## src/rtl/core/smfs_pkg.sv

```systemverilog
package smfs_pkg;

  localparam int BYTE_W        = 8;
  localparam int FRAME_LEN_DEF = 8;

  // Configuration register indexes.
  typedef enum logic [0:0] {
    REG_START_BYTE  = 1'b0,
    REG_MARKER_BYTE = 1'b1
  } cfg_reg_t;

  typedef enum logic [1:0] {
    ST_IDLE,
    ST_SCAN,
    ST_EMIT
  } state_t;

  // Commands from the controller to the datapath.
  typedef struct packed {
    logic append;
    logic shift;
    logic dec_fill;
    logic clear_fill;
    logic cnt_inc;
  } cmd_t;

  // Status from the datapath to the controller.
  typedef struct packed {
    logic is_start;
    logic last_slot;
    logic marker_ok;
    logic head_ok;
    logic next_is_start;
    logic fill_is_two;
    logic emit_last;
  } status_t;

endpackage

```

## src/rtl/core/smfs_rx_if.sv

```systemverilog
interface smfs_rx_if;
  logic                      valid;
  logic                      ready;
  logic [smfs_pkg::BYTE_W-1:0] rx_byte;

  modport source (output valid, output rx_byte, input ready);
  modport sink (input valid, input rx_byte, output ready);
endinterface

```

## src/rtl/core/smfs_frame_if.sv

```systemverilog
interface smfs_frame_if;
  logic                      valid;
  logic                      ready;
  logic [smfs_pkg::BYTE_W-1:0] frame_byte;
  logic                      frame_end;
  logic                      locked;

  modport source (output valid, output frame_byte, output frame_end, output locked,
                  input ready);
  modport sink (input valid, input frame_byte, input frame_end, input locked,
                output ready);
endinterface

```

## src/rtl/core/smfs_cfg_if.sv

```systemverilog
interface smfs_cfg_if;
  logic                      valid;
  logic                      ready;
  smfs_pkg::cfg_reg_t        index;
  logic [smfs_pkg::BYTE_W-1:0] data;

  modport source (output valid, output index, output data, input ready);
  modport sink (input valid, input index, input data, output ready);
endinterface

```

## src/rtl/core/smfs_datapath.sv

```systemverilog
module smfs_datapath #(
  parameter int FRAME_LEN = smfs_pkg::FRAME_LEN_DEF
) (
  input  logic                        clk,
  input  logic                        rst,
  input  logic [smfs_pkg::BYTE_W-1:0] rx_byte,
  input  logic                        cfg_we,
  input  smfs_pkg::cfg_reg_t          cfg_index,
  input  logic [smfs_pkg::BYTE_W-1:0] cfg_data,
  input  smfs_pkg::cmd_t              cmd,
  output smfs_pkg::status_t           status,
  output logic [smfs_pkg::BYTE_W-1:0] frame_byte,
  output logic                        frame_end
);

  localparam int CW = $clog2(FRAME_LEN + 1);
  localparam int IW = $clog2(FRAME_LEN);

  logic [smfs_pkg::BYTE_W-1:0] start_byte;
  logic [smfs_pkg::BYTE_W-1:0] marker_byte;
  logic [smfs_pkg::BYTE_W-1:0] store [FRAME_LEN];
  logic [CW-1:0]               fill;
  logic [CW-1:0]               fill_next;
  logic [IW-1:0]               cnt;
  logic [IW-1:0]               cnt_next;

  always_ff @(posedge clk) begin
    if (rst) begin
      start_byte  <= '0;
      marker_byte <= '0;
    end else if (cfg_we) begin
      unique case (cfg_index)
        smfs_pkg::REG_START_BYTE:  start_byte  <= cfg_data;
        smfs_pkg::REG_MARKER_BYTE: marker_byte <= cfg_data;
      endcase
    end
  end

  // The buffer shifts toward entry 0 for both the rescan and the frame output.
  always_ff @(posedge clk) begin
    for (int k = 0; k < FRAME_LEN; k++) begin
      if (cmd.shift) begin
        if (k < FRAME_LEN - 1) begin
          store[k] <= store[k+1];
        end
      end else if (cmd.append && fill[IW-1:0] == IW'(k)) begin
        store[k] <= rx_byte;
      end
    end
  end

  always_comb begin
    priority if (cmd.clear_fill) begin
      fill_next = '0;
    end else if (cmd.append) begin
      fill_next = fill + CW'(1);
    end else if (cmd.dec_fill) begin
      fill_next = fill - CW'(1);
    end else begin
      fill_next = fill;
    end
    if (cmd.cnt_inc) begin
      cnt_next = status.emit_last ? '0 : cnt + IW'(1);
    end else begin
      cnt_next = cnt;
    end
  end

  always_ff @(posedge clk) begin
    if (rst) begin
      fill <= '0;
      cnt  <= '0;
    end else begin
      fill <= fill_next;
      cnt  <= cnt_next;
    end
  end

  assign status.is_start      = (rx_byte == start_byte);
  assign status.last_slot     = (fill == CW'(FRAME_LEN - 1));
  assign status.marker_ok     = (store[FRAME_LEN-2] == marker_byte);
  assign status.head_ok       = (store[0] == start_byte);
  assign status.next_is_start = (store[1] == start_byte);
  assign status.fill_is_two   = (fill == CW'(2));
  assign status.emit_last     = (cnt == IW'(FRAME_LEN - 1));

  assign frame_byte = store[0];
  assign frame_end  = status.emit_last;

  a_fill_bound: assert property (@(posedge clk) disable iff (rst)
    fill <= CW'(FRAME_LEN))
    else $error("buffer fill count beyond frame length");

  a_append_room: assert property (@(posedge clk) disable iff (rst)
    cmd.append |-> fill < CW'(FRAME_LEN))
    else $error("byte written into a full buffer");

  a_emit_from_start: assert property (@(posedge clk) disable iff (rst)
    (cmd.cnt_inc && status.emit_last) |=> cnt == '0)
    else $error("output counter did not wrap after the last frame byte");

endmodule

```

## src/rtl/core/smfs_ctrl.sv

```systemverilog
module smfs_ctrl (
  input  logic              clk,
  input  logic              rst,
  input  logic              in_valid,
  output logic              in_ready,
  output logic              out_valid,
  input  logic              out_ready,
  output logic              locked,
  input  smfs_pkg::status_t status,
  output smfs_pkg::cmd_t    cmd
);

  smfs_pkg::state_t state;
  smfs_pkg::state_t state_next;
  logic             in_lock;
  logic             in_lock_next;
  logic             start_seen;
  logic             start_seen_next;

  always_ff @(posedge clk) begin
    if (rst) begin
      state      <= smfs_pkg::ST_IDLE;
      in_lock    <= 1'b0;
      start_seen <= 1'b0;
    end else begin
      state      <= state_next;
      in_lock    <= in_lock_next;
      start_seen <= start_seen_next;
    end
  end

  always_comb begin
    state_next      = state;
    in_lock_next    = in_lock;
    start_seen_next = start_seen;
    cmd             = '0;
    in_ready        = 1'b0;
    out_valid       = 1'b0;
    unique case (state)
      smfs_pkg::ST_IDLE: begin
        in_ready = 1'b1;
        if (in_valid) begin
          if (!in_lock && !start_seen) begin
            // Hunting: only a start byte opens a new frame.
            if (status.is_start) begin
              cmd.append      = 1'b1;
              start_seen_next = 1'b1;
            end
          end else begin
            cmd.append = 1'b1;
            if (status.last_slot) begin
              if (!in_lock) begin
                if (status.marker_ok) begin
                  cmd.clear_fill  = 1'b1;
                  in_lock_next    = 1'b1;
                  start_seen_next = 1'b0;
                  state_next      = smfs_pkg::ST_EMIT;
                end else begin
                  state_next = smfs_pkg::ST_SCAN;
                end
              end else begin
                cmd.clear_fill = 1'b1;
                if (status.head_ok && status.marker_ok) begin
                  state_next = smfs_pkg::ST_EMIT;
                end else begin
                  in_lock_next    = 1'b0;
                  start_seen_next = 1'b0;
                end
              end
            end
          end
        end
      end
      smfs_pkg::ST_SCAN: begin
        // Drop the head byte each cycle until a start byte leads the buffer; if none is found, clear it.
        if (status.next_is_start) begin
          cmd.shift       = 1'b1;
          cmd.dec_fill    = 1'b1;
          start_seen_next = 1'b1;
          state_next      = smfs_pkg::ST_IDLE;
        end else if (status.fill_is_two) begin
          cmd.clear_fill  = 1'b1;
          start_seen_next = 1'b0;
          state_next      = smfs_pkg::ST_IDLE;
        end else begin
          cmd.shift    = 1'b1;
          cmd.dec_fill = 1'b1;
        end
      end
      smfs_pkg::ST_EMIT: begin
        out_valid = 1'b1;
        if (out_ready) begin
          cmd.shift   = 1'b1;
          cmd.cnt_inc = 1'b1;
          if (status.emit_last) begin
            state_next = smfs_pkg::ST_IDLE;
          end
        end
      end
      default: begin
        state_next = smfs_pkg::ST_IDLE;
      end
    endcase
  end

  assign locked = in_lock;

  a_emit_locked: assert property (@(posedge clk) disable iff (rst)
    state == smfs_pkg::ST_EMIT |-> in_lock)
    else $error("frame output while not locked");

  a_scan_hunting: assert property (@(posedge clk) disable iff (rst)
    state == smfs_pkg::ST_SCAN |-> (!in_lock && start_seen))
    else $error("rescan outside of hunting with a buffered start");

  a_cmd_exclusive: assert property (@(posedge clk) disable iff (rst)
    !(cmd.shift && cmd.append))
    else $error("buffer shift and write in the same cycle");

endmodule

```

## src/rtl/core/start_marker_frame_sync_core.sv

```systemverilog
// A byte that does not complete a frame leaves the core ready for the next byte.
// A byte that completes a good frame starts FRAME_LEN output items, one per cycle
// while the sink is ready; the next byte is accepted after the last one is taken.
// A marker mismatch while hunting starts a rescan of the buffer, one byte per
// cycle, during which no input byte is accepted.
// Reset clears control state and configuration; the frame buffer is not cleared.
module start_marker_frame_sync_core #(
  parameter int FRAME_LEN = smfs_pkg::FRAME_LEN_DEF
) (
  input  logic         clk,
  input  logic         rst,
  smfs_rx_if.sink      rx,
  smfs_frame_if.source frame,
  smfs_cfg_if.sink     cfg
);

  smfs_pkg::cmd_t    cmd;
  smfs_pkg::status_t status;

  assign cfg.ready = 1'b1;

  smfs_ctrl u_ctrl (
    .clk       (clk),
    .rst       (rst),
    .in_valid  (rx.valid),
    .in_ready  (rx.ready),
    .out_valid (frame.valid),
    .out_ready (frame.ready),
    .locked    (frame.locked),
    .status    (status),
    .cmd       (cmd)
  );

  smfs_datapath #(
    .FRAME_LEN (FRAME_LEN)
  ) u_datapath (
    .clk        (clk),
    .rst        (rst),
    .rx_byte    (rx.rx_byte),
    .cfg_we     (cfg.valid && cfg.ready),
    .cfg_index  (cfg.index),
    .cfg_data   (cfg.data),
    .cmd        (cmd),
    .status     (status),
    .frame_byte (frame.frame_byte),
    .frame_end  (frame.frame_end)
  );

endmodule
```

## src/flat_wrapper.sv

```systemverilog
// flat-port wrapper written by rule: the top's interface ports become plain ports
module start_marker_frame_sync_core_flat 
#(
  parameter int FRAME_LEN = smfs_pkg::FRAME_LEN_DEF
)
  (clk, rst, rx_valid, rx_rx_byte, rx_ready, frame_valid, frame_frame_byte, frame_frame_end, frame_locked, frame_ready, cfg_valid, cfg_index, cfg_data, cfg_ready);
  smfs_rx_if rx_i ();
  smfs_frame_if frame_i ();
  smfs_cfg_if cfg_i ();
  input  logic clk;
  input  logic rst;
  input wire logic [$bits(rx_i.valid)-1:0] rx_valid;
  input wire logic [$bits(rx_i.rx_byte)-1:0] rx_rx_byte;
  output wire logic [$bits(rx_i.ready)-1:0] rx_ready;
  output wire logic [$bits(frame_i.valid)-1:0] frame_valid;
  output wire logic [$bits(frame_i.frame_byte)-1:0] frame_frame_byte;
  output wire logic [$bits(frame_i.frame_end)-1:0] frame_frame_end;
  output wire logic [$bits(frame_i.locked)-1:0] frame_locked;
  input wire logic [$bits(frame_i.ready)-1:0] frame_ready;
  input wire logic [$bits(cfg_i.valid)-1:0] cfg_valid;
  input wire logic [$bits(cfg_i.index)-1:0] cfg_index;
  input wire logic [$bits(cfg_i.data)-1:0] cfg_data;
  output wire logic [$bits(cfg_i.ready)-1:0] cfg_ready;
  assign rx_i.valid = rx_valid;
  assign rx_i.rx_byte = rx_rx_byte;
  assign rx_ready = rx_i.ready;
  assign frame_valid = frame_i.valid;
  assign frame_frame_byte = frame_i.frame_byte;
  assign frame_frame_end = frame_i.frame_end;
  assign frame_locked = frame_i.locked;
  assign frame_i.ready = frame_ready;
  assign cfg_i.valid = cfg_valid;
  assign cfg_i.index = cfg_index;
  assign cfg_i.data = cfg_data;
  assign cfg_ready = cfg_i.ready;
  start_marker_frame_sync_core #(.FRAME_LEN(FRAME_LEN)) u_core (.clk(clk), .rst(rst), .rx(rx_i), .frame(frame_i), .cfg(cfg_i));
endmodule
```

## config.mk

```make
export PLATFORM = sky130hd
export DESIGN_NAME = start_marker_frame_sync_core_flat
export DESIGN_NICKNAME = d
export VERILOG_FILES = /design/src/rtl/core/smfs_pkg.sv /design/src/rtl/core/smfs_rx_if.sv /design/src/rtl/core/smfs_frame_if.sv /design/src/rtl/core/smfs_cfg_if.sv /design/src/rtl/core/smfs_datapath.sv /design/src/rtl/core/smfs_ctrl.sv /design/src/rtl/core/start_marker_frame_sync_core.sv /design/src/flat_wrapper.sv
export SDC_FILE = /design/constraint.sdc
export NUM_CORES = 1
export LEC_CHECK = 0
export ABC_AREA = 1
export BUFFER_PORTS_ARGS = -buffer_cell sky130_fd_sc_hd__buf_2
export CAP_MARGIN = 0
export CORE_MARGIN = 1
export CORE_UTILIZATION = 55
export DETAILED_ROUTE_END_ITERATION = 7
export PLACE_DENSITY_LB_ADDON = 0.2
export SLEW_MARGIN = 20
export SYNTH_ARGS = -nofsm -noshare
export SYNTH_HDL_FRONTEND = slang
export SYNTH_SLANG_ARGS = --single-unit
```

## constraint.sdc

```tcl
create_clock -name clk -period 2.35 [get_ports clk]
set_clock_uncertainty 0.2 [all_clocks]
set_input_delay 0.235 -clock clk [delete_from_list [all_inputs] [get_ports clk]]
set_output_delay 0.235 -clock clk [all_outputs]
set_load 0.005 [all_outputs]
```

* After elaboration in Yosys (flattened, before gate mapping)
Memories as Yosys holds them, arrays and structs flattened.
Index checks and enable logic that the tools add are counted.
** Cells by class
- Add/subtract/negate cells :: 3
- Bitwise gates (word level) :: 9
- Muxes and demuxes :: 82
- Equal/unequal tests :: 27
- Reductions and logical operators :: 23
** Operators with widths (number)
- $mux W8 :: 8
- $mux W1 :: 54
- $eq A8 B8 Y1 :: 4
- $mux W2 :: 12
- $eq A3 B3 Y1 const B :: 5
- $reduce_and A7 Y1 :: 2
- $logic_and A1 B1 Y1 :: 10
- $mux W4 :: 2
- $ne A2 B2 Y1 const B :: 4
- $ne A4 B4 Y1 const B :: 2
- $reduce_or A8 Y1 :: 1
- $or A1 B1 Y1 :: 7
- $eq A3 B2 Y1 const B :: 2
- $mux W3 :: 2
- $ne A3 B2 Y1 const B :: 2
- $pmux W1 S2 :: 3
- $pmux W2 S3 :: 1
- $add A4 B1 Y4 const B :: 1
- $eq A4 B2 Y1 const B :: 1
- $eq A4 B3 Y1 const B :: 1
- $reduce_and A2 Y1 :: 2
- $reduce_and A4 Y1 :: 1
- $reduce_bool A2 Y1 :: 2
- $sub A4 B1 Y4 const B :: 1
- other kinds (12) :: 14
** Word-level totals
- Memories kept :: 1
- Output and inout port bits :: 13
- RAM bits :: 64
- Register bits after elaboration :: 27
- Word-level logic and storage cells :: 152
** Memories
- u_core.u_datapath.store :: depth 8, bits a word 8, rd ports 8, clocked after Yosys merged registers in 0, wr ports 7, line smfs_datapath.sv:21 : logic [smfs_pkg::BYTE_W-1:0] store [FRAME_LEN];

* Depth between registers and ports, before layout
- Depth after elaboration :: 11
- Depth in mapped cells :: 19

* Hierarchy
A second synthesis with hierarchy kept.
** Second synthesis, totals
- Cells, all modules :: 477
- Area, all modules :: 4573.1 µm²
** By module, submodules not included
- smfs_datapath :: seq. area each 2382.3 µm², times used 1, cells each 400, area an instance 4144.0 µm²
- smfs_ctrl :: seq. area each 80.1 µm², times used 1, cells each 75, area an instance 417.9 µm²
- start_marker_frame_sync_core :: seq. area each 0.0 µm², times used 1, cells each 2, area an instance 11.3 µm²

* Worst setup path before layout
Ideal clock, no wire load.
- Kind :: register -> register
- Start :: register u_core.u_ctrl.state[0]
- End :: memory u_core.u_datapath.store[1][24] (netlist bit) (enable)
- Path slack :: -0.240 ns
- Buffers on the path :: 1
- Clock period less this slack :: 2.590 ns
- Stages on the path, launching flop included :: 10
- Library setup time :: 0.383 ns
- Arrival :: 2.007 ns
- Path through :: dfxtp_1 inv_1 ha_1 inv_1 nor2_1 bufinv_8 nand2_4 nand2_4 buf_12 nor3_1
** RTL lines
- from (decl) :: line smfs_ctrl.sv:13 : smfs_pkg::state_t state;
- from (signal assigned) :: line smfs_ctrl.sv:22 : state <= smfs_pkg::ST_IDLE;
- from (signal assigned) :: line smfs_ctrl.sv:26 : state <= state_next;
- to (decl) :: line smfs_datapath.sv:21

* Worst setup path in the final report
- Start :: register u_core.u_datapath.start_byte[4] (netlist bit)
- End :: register u_core.u_datapath.fill[3]
** Between the ends
- Cells in the longest elaborated chain, start to end :: 6
- Elaborated cells between the ends (all ways) :: 13
- Those cells by class :: 2 x eq/ne; 9 x mux; 2 x reduce/logical
** Ends and longest elaborated chain
- from (decl) :: line smfs_datapath.sv:19 : logic [smfs_pkg::BYTE_W-1:0] start_byte;
- from (signal assigned) :: line smfs_datapath.sv:33 : smfs_pkg::REG_START_BYTE: start_byte <= cfg_data;
- $eq A8 B8 Y1 :: line smfs_datapath.sv:79 : assign status.is_start = (rx_byte == start_byte);
- $mux W1 :: line smfs_ctrl.sv:45 : if (status.is_start) begin
- $mux W1 :: line smfs_ctrl.sv:43 : if (!in_lock && !start_seen) begin
- $mux W1 :: line smfs_ctrl.sv:42 : if (in_valid) begin
- $mux W1 :: line smfs_ctrl.sv:39 : unique case (state)
- $mux W4 / $reduce_bool A2 Y1 (equally long branches)
- to (signal assigned) :: line smfs_datapath.sv:74 : fill <= fill_next;
- to (decl) :: line smfs_datapath.sv:22 : logic [CW-1:0] fill;
Several ways; a longest one is shown, not always the timed one.
A chain may end at the register's enable or synchronous reset.

==> results_dict.tcl <==
set metrics [dict create \
    status "complete, no violations" \
    hold_depth 3 \
    io_pins 35 \
    cp_max_fo 5 \
    core_mm2 0.008763 \
    cts_max_path_buffers 2 \
    min_from "cfg_data[3]" \
    met1_usage 0.3408 \
    htree_levels 3 \
    globalRouteMet2Util 0.4336 \
    syn_area_per_cell_um2 8.117 \
    wl_um 11840 \
    globalplace.congestion 0.8328 \
    ir_drop_mv 0.2740 \
    period_share 1.000 \
    dp.cells 762 \
    grt-busiest-layer "met2" \
    grt_pass1_wl_um 19260 \
    power-per-cell-area_mw_per_mm2 505.7 \
    dieArea_mm2 0.009506 \
    die-width_um 97.50 \
    antenna_found_initial 0 \
    crit_path_end_kind "flop" \
    synth_seq_area_share 0.4909 \
    reg2reg_from "u_core.u_datapath.start_byte[4]" \
    path_clk_slew_ps 90 \
    synth_fp_nets 648 \
    cp_data_arrival_time_ps 2420 \
    grt_max_degree 34 \
    clk_latency_ps 370 \
    grt_pass1_vias 3979 \
    numCtsBuffers 9 \
    nNetsFinal 716 \
    synth_top_area_share 0.3831 \
    dr.pass1.iters 5 \
    synth_cells 618 \
    cts.sinks 91 \
    synth_top_area_cell "edfxtp_1" \
    max_slew.worst_pin.slew_ps 582.5 \
    use_met3 0.04820 \
    synth_area_mm2 0.005016 \
    portBuffers 33 \
    initial_utilization 0.5724 \
    ys_seq_elements 91 \
    drive_above_1_share 0.2258 \
    yosysUniqueCellTypes 31 \
    dp_slack_ps -91.26 \
    cts_tree "built" \
    power_mw 3.034 \
    ant_nets 0 \
    cts_root_buf "clkbuf_8" \
    setup_tns_ps 0 \
    row_count 34 \
    startpoint "u_core.u_datapath.start_byte[4]" \
    holdPathEnd "u_core.u_datapath.start_byte[3]" \
    finalHoldViolCount 0 \
    via_per_inst 5.344 \
    drv_slew 0 \
    vias 4270 \
    hp-class "primary input to flop" \
    required_ps 2420 \
    wl_per_cell_um 14.82 \
    r2r-end "u_core.u_datapath.fill[3]" \
    setup_slack_ps 0.06906 \
    fin_crit_ps 2350 \
    die_y_um 97.50 \
    r2r_cells 16 \
    track_usage 0.2646 \
    ys_top_cells_by_area "edfxtp_1 38%, nand2_1 17%, dfxtp_1 11%" \
    drc 0 \
    hold-worst-slack_ps 33.23 \
    max-cap-violations 0 \
    finalSetupViolations 0 \
    fmax_mhz 425.5 \
    yosysWarnings 0 \
    drt_iter0_drc 206 \
    grt-ovfl-total 0 \
    place_hpwl_um 8779 \
    relSlewSlack 0.6112 \
    worstSetupPathType "flop to flop" \
    critPathLaunchType "flop" \
    rrSetupSlack_ps 0.07 \
    antenna_cells 0 \
    leakage_nw 2.690 \
    fin_cells 799 \
    area_growth_pct 19.61 \
    rsz0062_at_grt "true" \
]
==> power breakdown <==
part	switching [mW]	internal, mW
registers	0.0206	1.71
logic	0.130	0.0829
clock network	0.588	0.497
total	0.739	2.29
==> layout by cell type, fill, tap and decap left out, types with 2 or more instances in the layout <==
cell	count
ha_1	5
ha_4	2
inv_2	12
or2_4	6
dfxtp_1	21
dfxtp_4	2
dlygate4sd3_1	8
inv_6	2
nor2_1	31
dfxtp_2	4
nand2_2	10
buf_4	31
a21oi_1	25
nand3b_1	2
inv_1	48
a21oi_2	3
nor3_4	7
clkbuf_8	9
nor3_1	2
buf_12	6
nor2_2	5
nand2_8	5
buf_2	33
xor2_1	2
nand2_1	223
clkinvlp_4	3
o21ai_0	18
nand2_4	3
xnor2_1	11
buf_6	8
edfxtp_1	64
nand3_1	67
==> synthesized netlist by cell type (all sizes together) <==
cell type  instances
edfxtp            64
nor2              36
nand2            241
buf               24
o21ai             19
nand3b             2
a21boi             1
dfxtp             27
ha                 7
conb               1
nand3             68
xor2               2
xnor2             11
inv               61
fa                 1
bufinv             1
nor3              10
o211ai             1
clkbuf             5
nand4              1
or2                7
a21oi             28
==> layout make-up <==
type,instances,area (µm²)
Sequential cell,91,2475
Clock buffer,9,123.9
Clock inverter,7,75.07
Inverter,62,250.2
Fill cell,700,2764
Timing Repair Buffer,86,688.2
Multi-Input combinational cell,436,2252
Tap cell,108,135.1
==> metal layers <==
layer  routed length (µm)  vias to the layer above
li1                     -                     2112
met1                 5000                     2008
met2                 5743                      125
met3                  747                       25
met4                  350                        0
met5                    0                        -
==> what timing repair did <==
item / CTS / global route
endpoints found under the hold margin: 14 / 0
setup endpoints to repair: 38 / 123
pin swaps: 0 / 19
gates resized for setup: 6 / 39
buffers inserted: 0 / 13
hold buffers: 8 / 0
==> state kept, by name, indices dropped and copies added (netlist names) <==
signal                         count
u_core.u_datapath.store           64
u_core.u_datapath.marker_byte      8
u_core.u_datapath.fill             4
u_core.u_ctrl.locked               1
u_core.u_datapath.start_byte       8
u_core.u_ctrl.start_seen           1
u_core.u_datapath.cnt              3
u_core.u_ctrl.state                2
==> stage by stage <==
stage	utilization	area [µm²]
global route	0.6846	6000
CTS	0.6573	5761
detailed placement	0.6232	5461
global placement	0.6232	5461
finish	0.6846	6000
floorplan	-	5049
==> worst max path at each step <==
| stage | cells past startpoint | end | slack, ps |
|---|---|---|---|
| 3_5_place_dp | 16 | u_core.u_datapath.fill[3] | -90 |
| 3_3_place_gp | 16 | u_core.u_datapath.fill[3] | -7 |
| 4_1_cts | 16 | u_core.u_datapath.fill[3] | -40 |
| 2_1_floorplan | 10 | u_core.u_datapath.store[0][0] | 40 |
| 6_report | 16 | u_core.u_datapath.fill[3] | 0.07 |
| 5_1_grt | 16 | u_core.u_datapath.fill[3] | -150 |
==> worst max-delay path: stages, from the launching register on <==
cell	delay (ps)
dfxtp_1	410
inv_2	80
nand2_1	60
nand2_1	50
nor2_1	120
nand2_1	80
nor2_2	120
nand2_2	90
nand2_4	100
nand2_8	70
ha_4	250
a21oi_2	150
nand2_2	80
a21oi_2	120
nand2_2	80
a21oi_2	130
nor2_1	40
==> cells by family after synthesis <==
| kind of cell | share of synthesized area |
|---|---|
| adders and majority gates | 0.02145 |
| xor gates and xnor gates | 0.02270 |
| DFF | 0.4909 |
| other | 0.0007476 |
| buffers and inverters | 0.08706 |
| and+or+nand+nor | 0.3273 |
| AOI/OAI and AO/OA | 0.04989 |
Power figures use the tool's default switching activity.
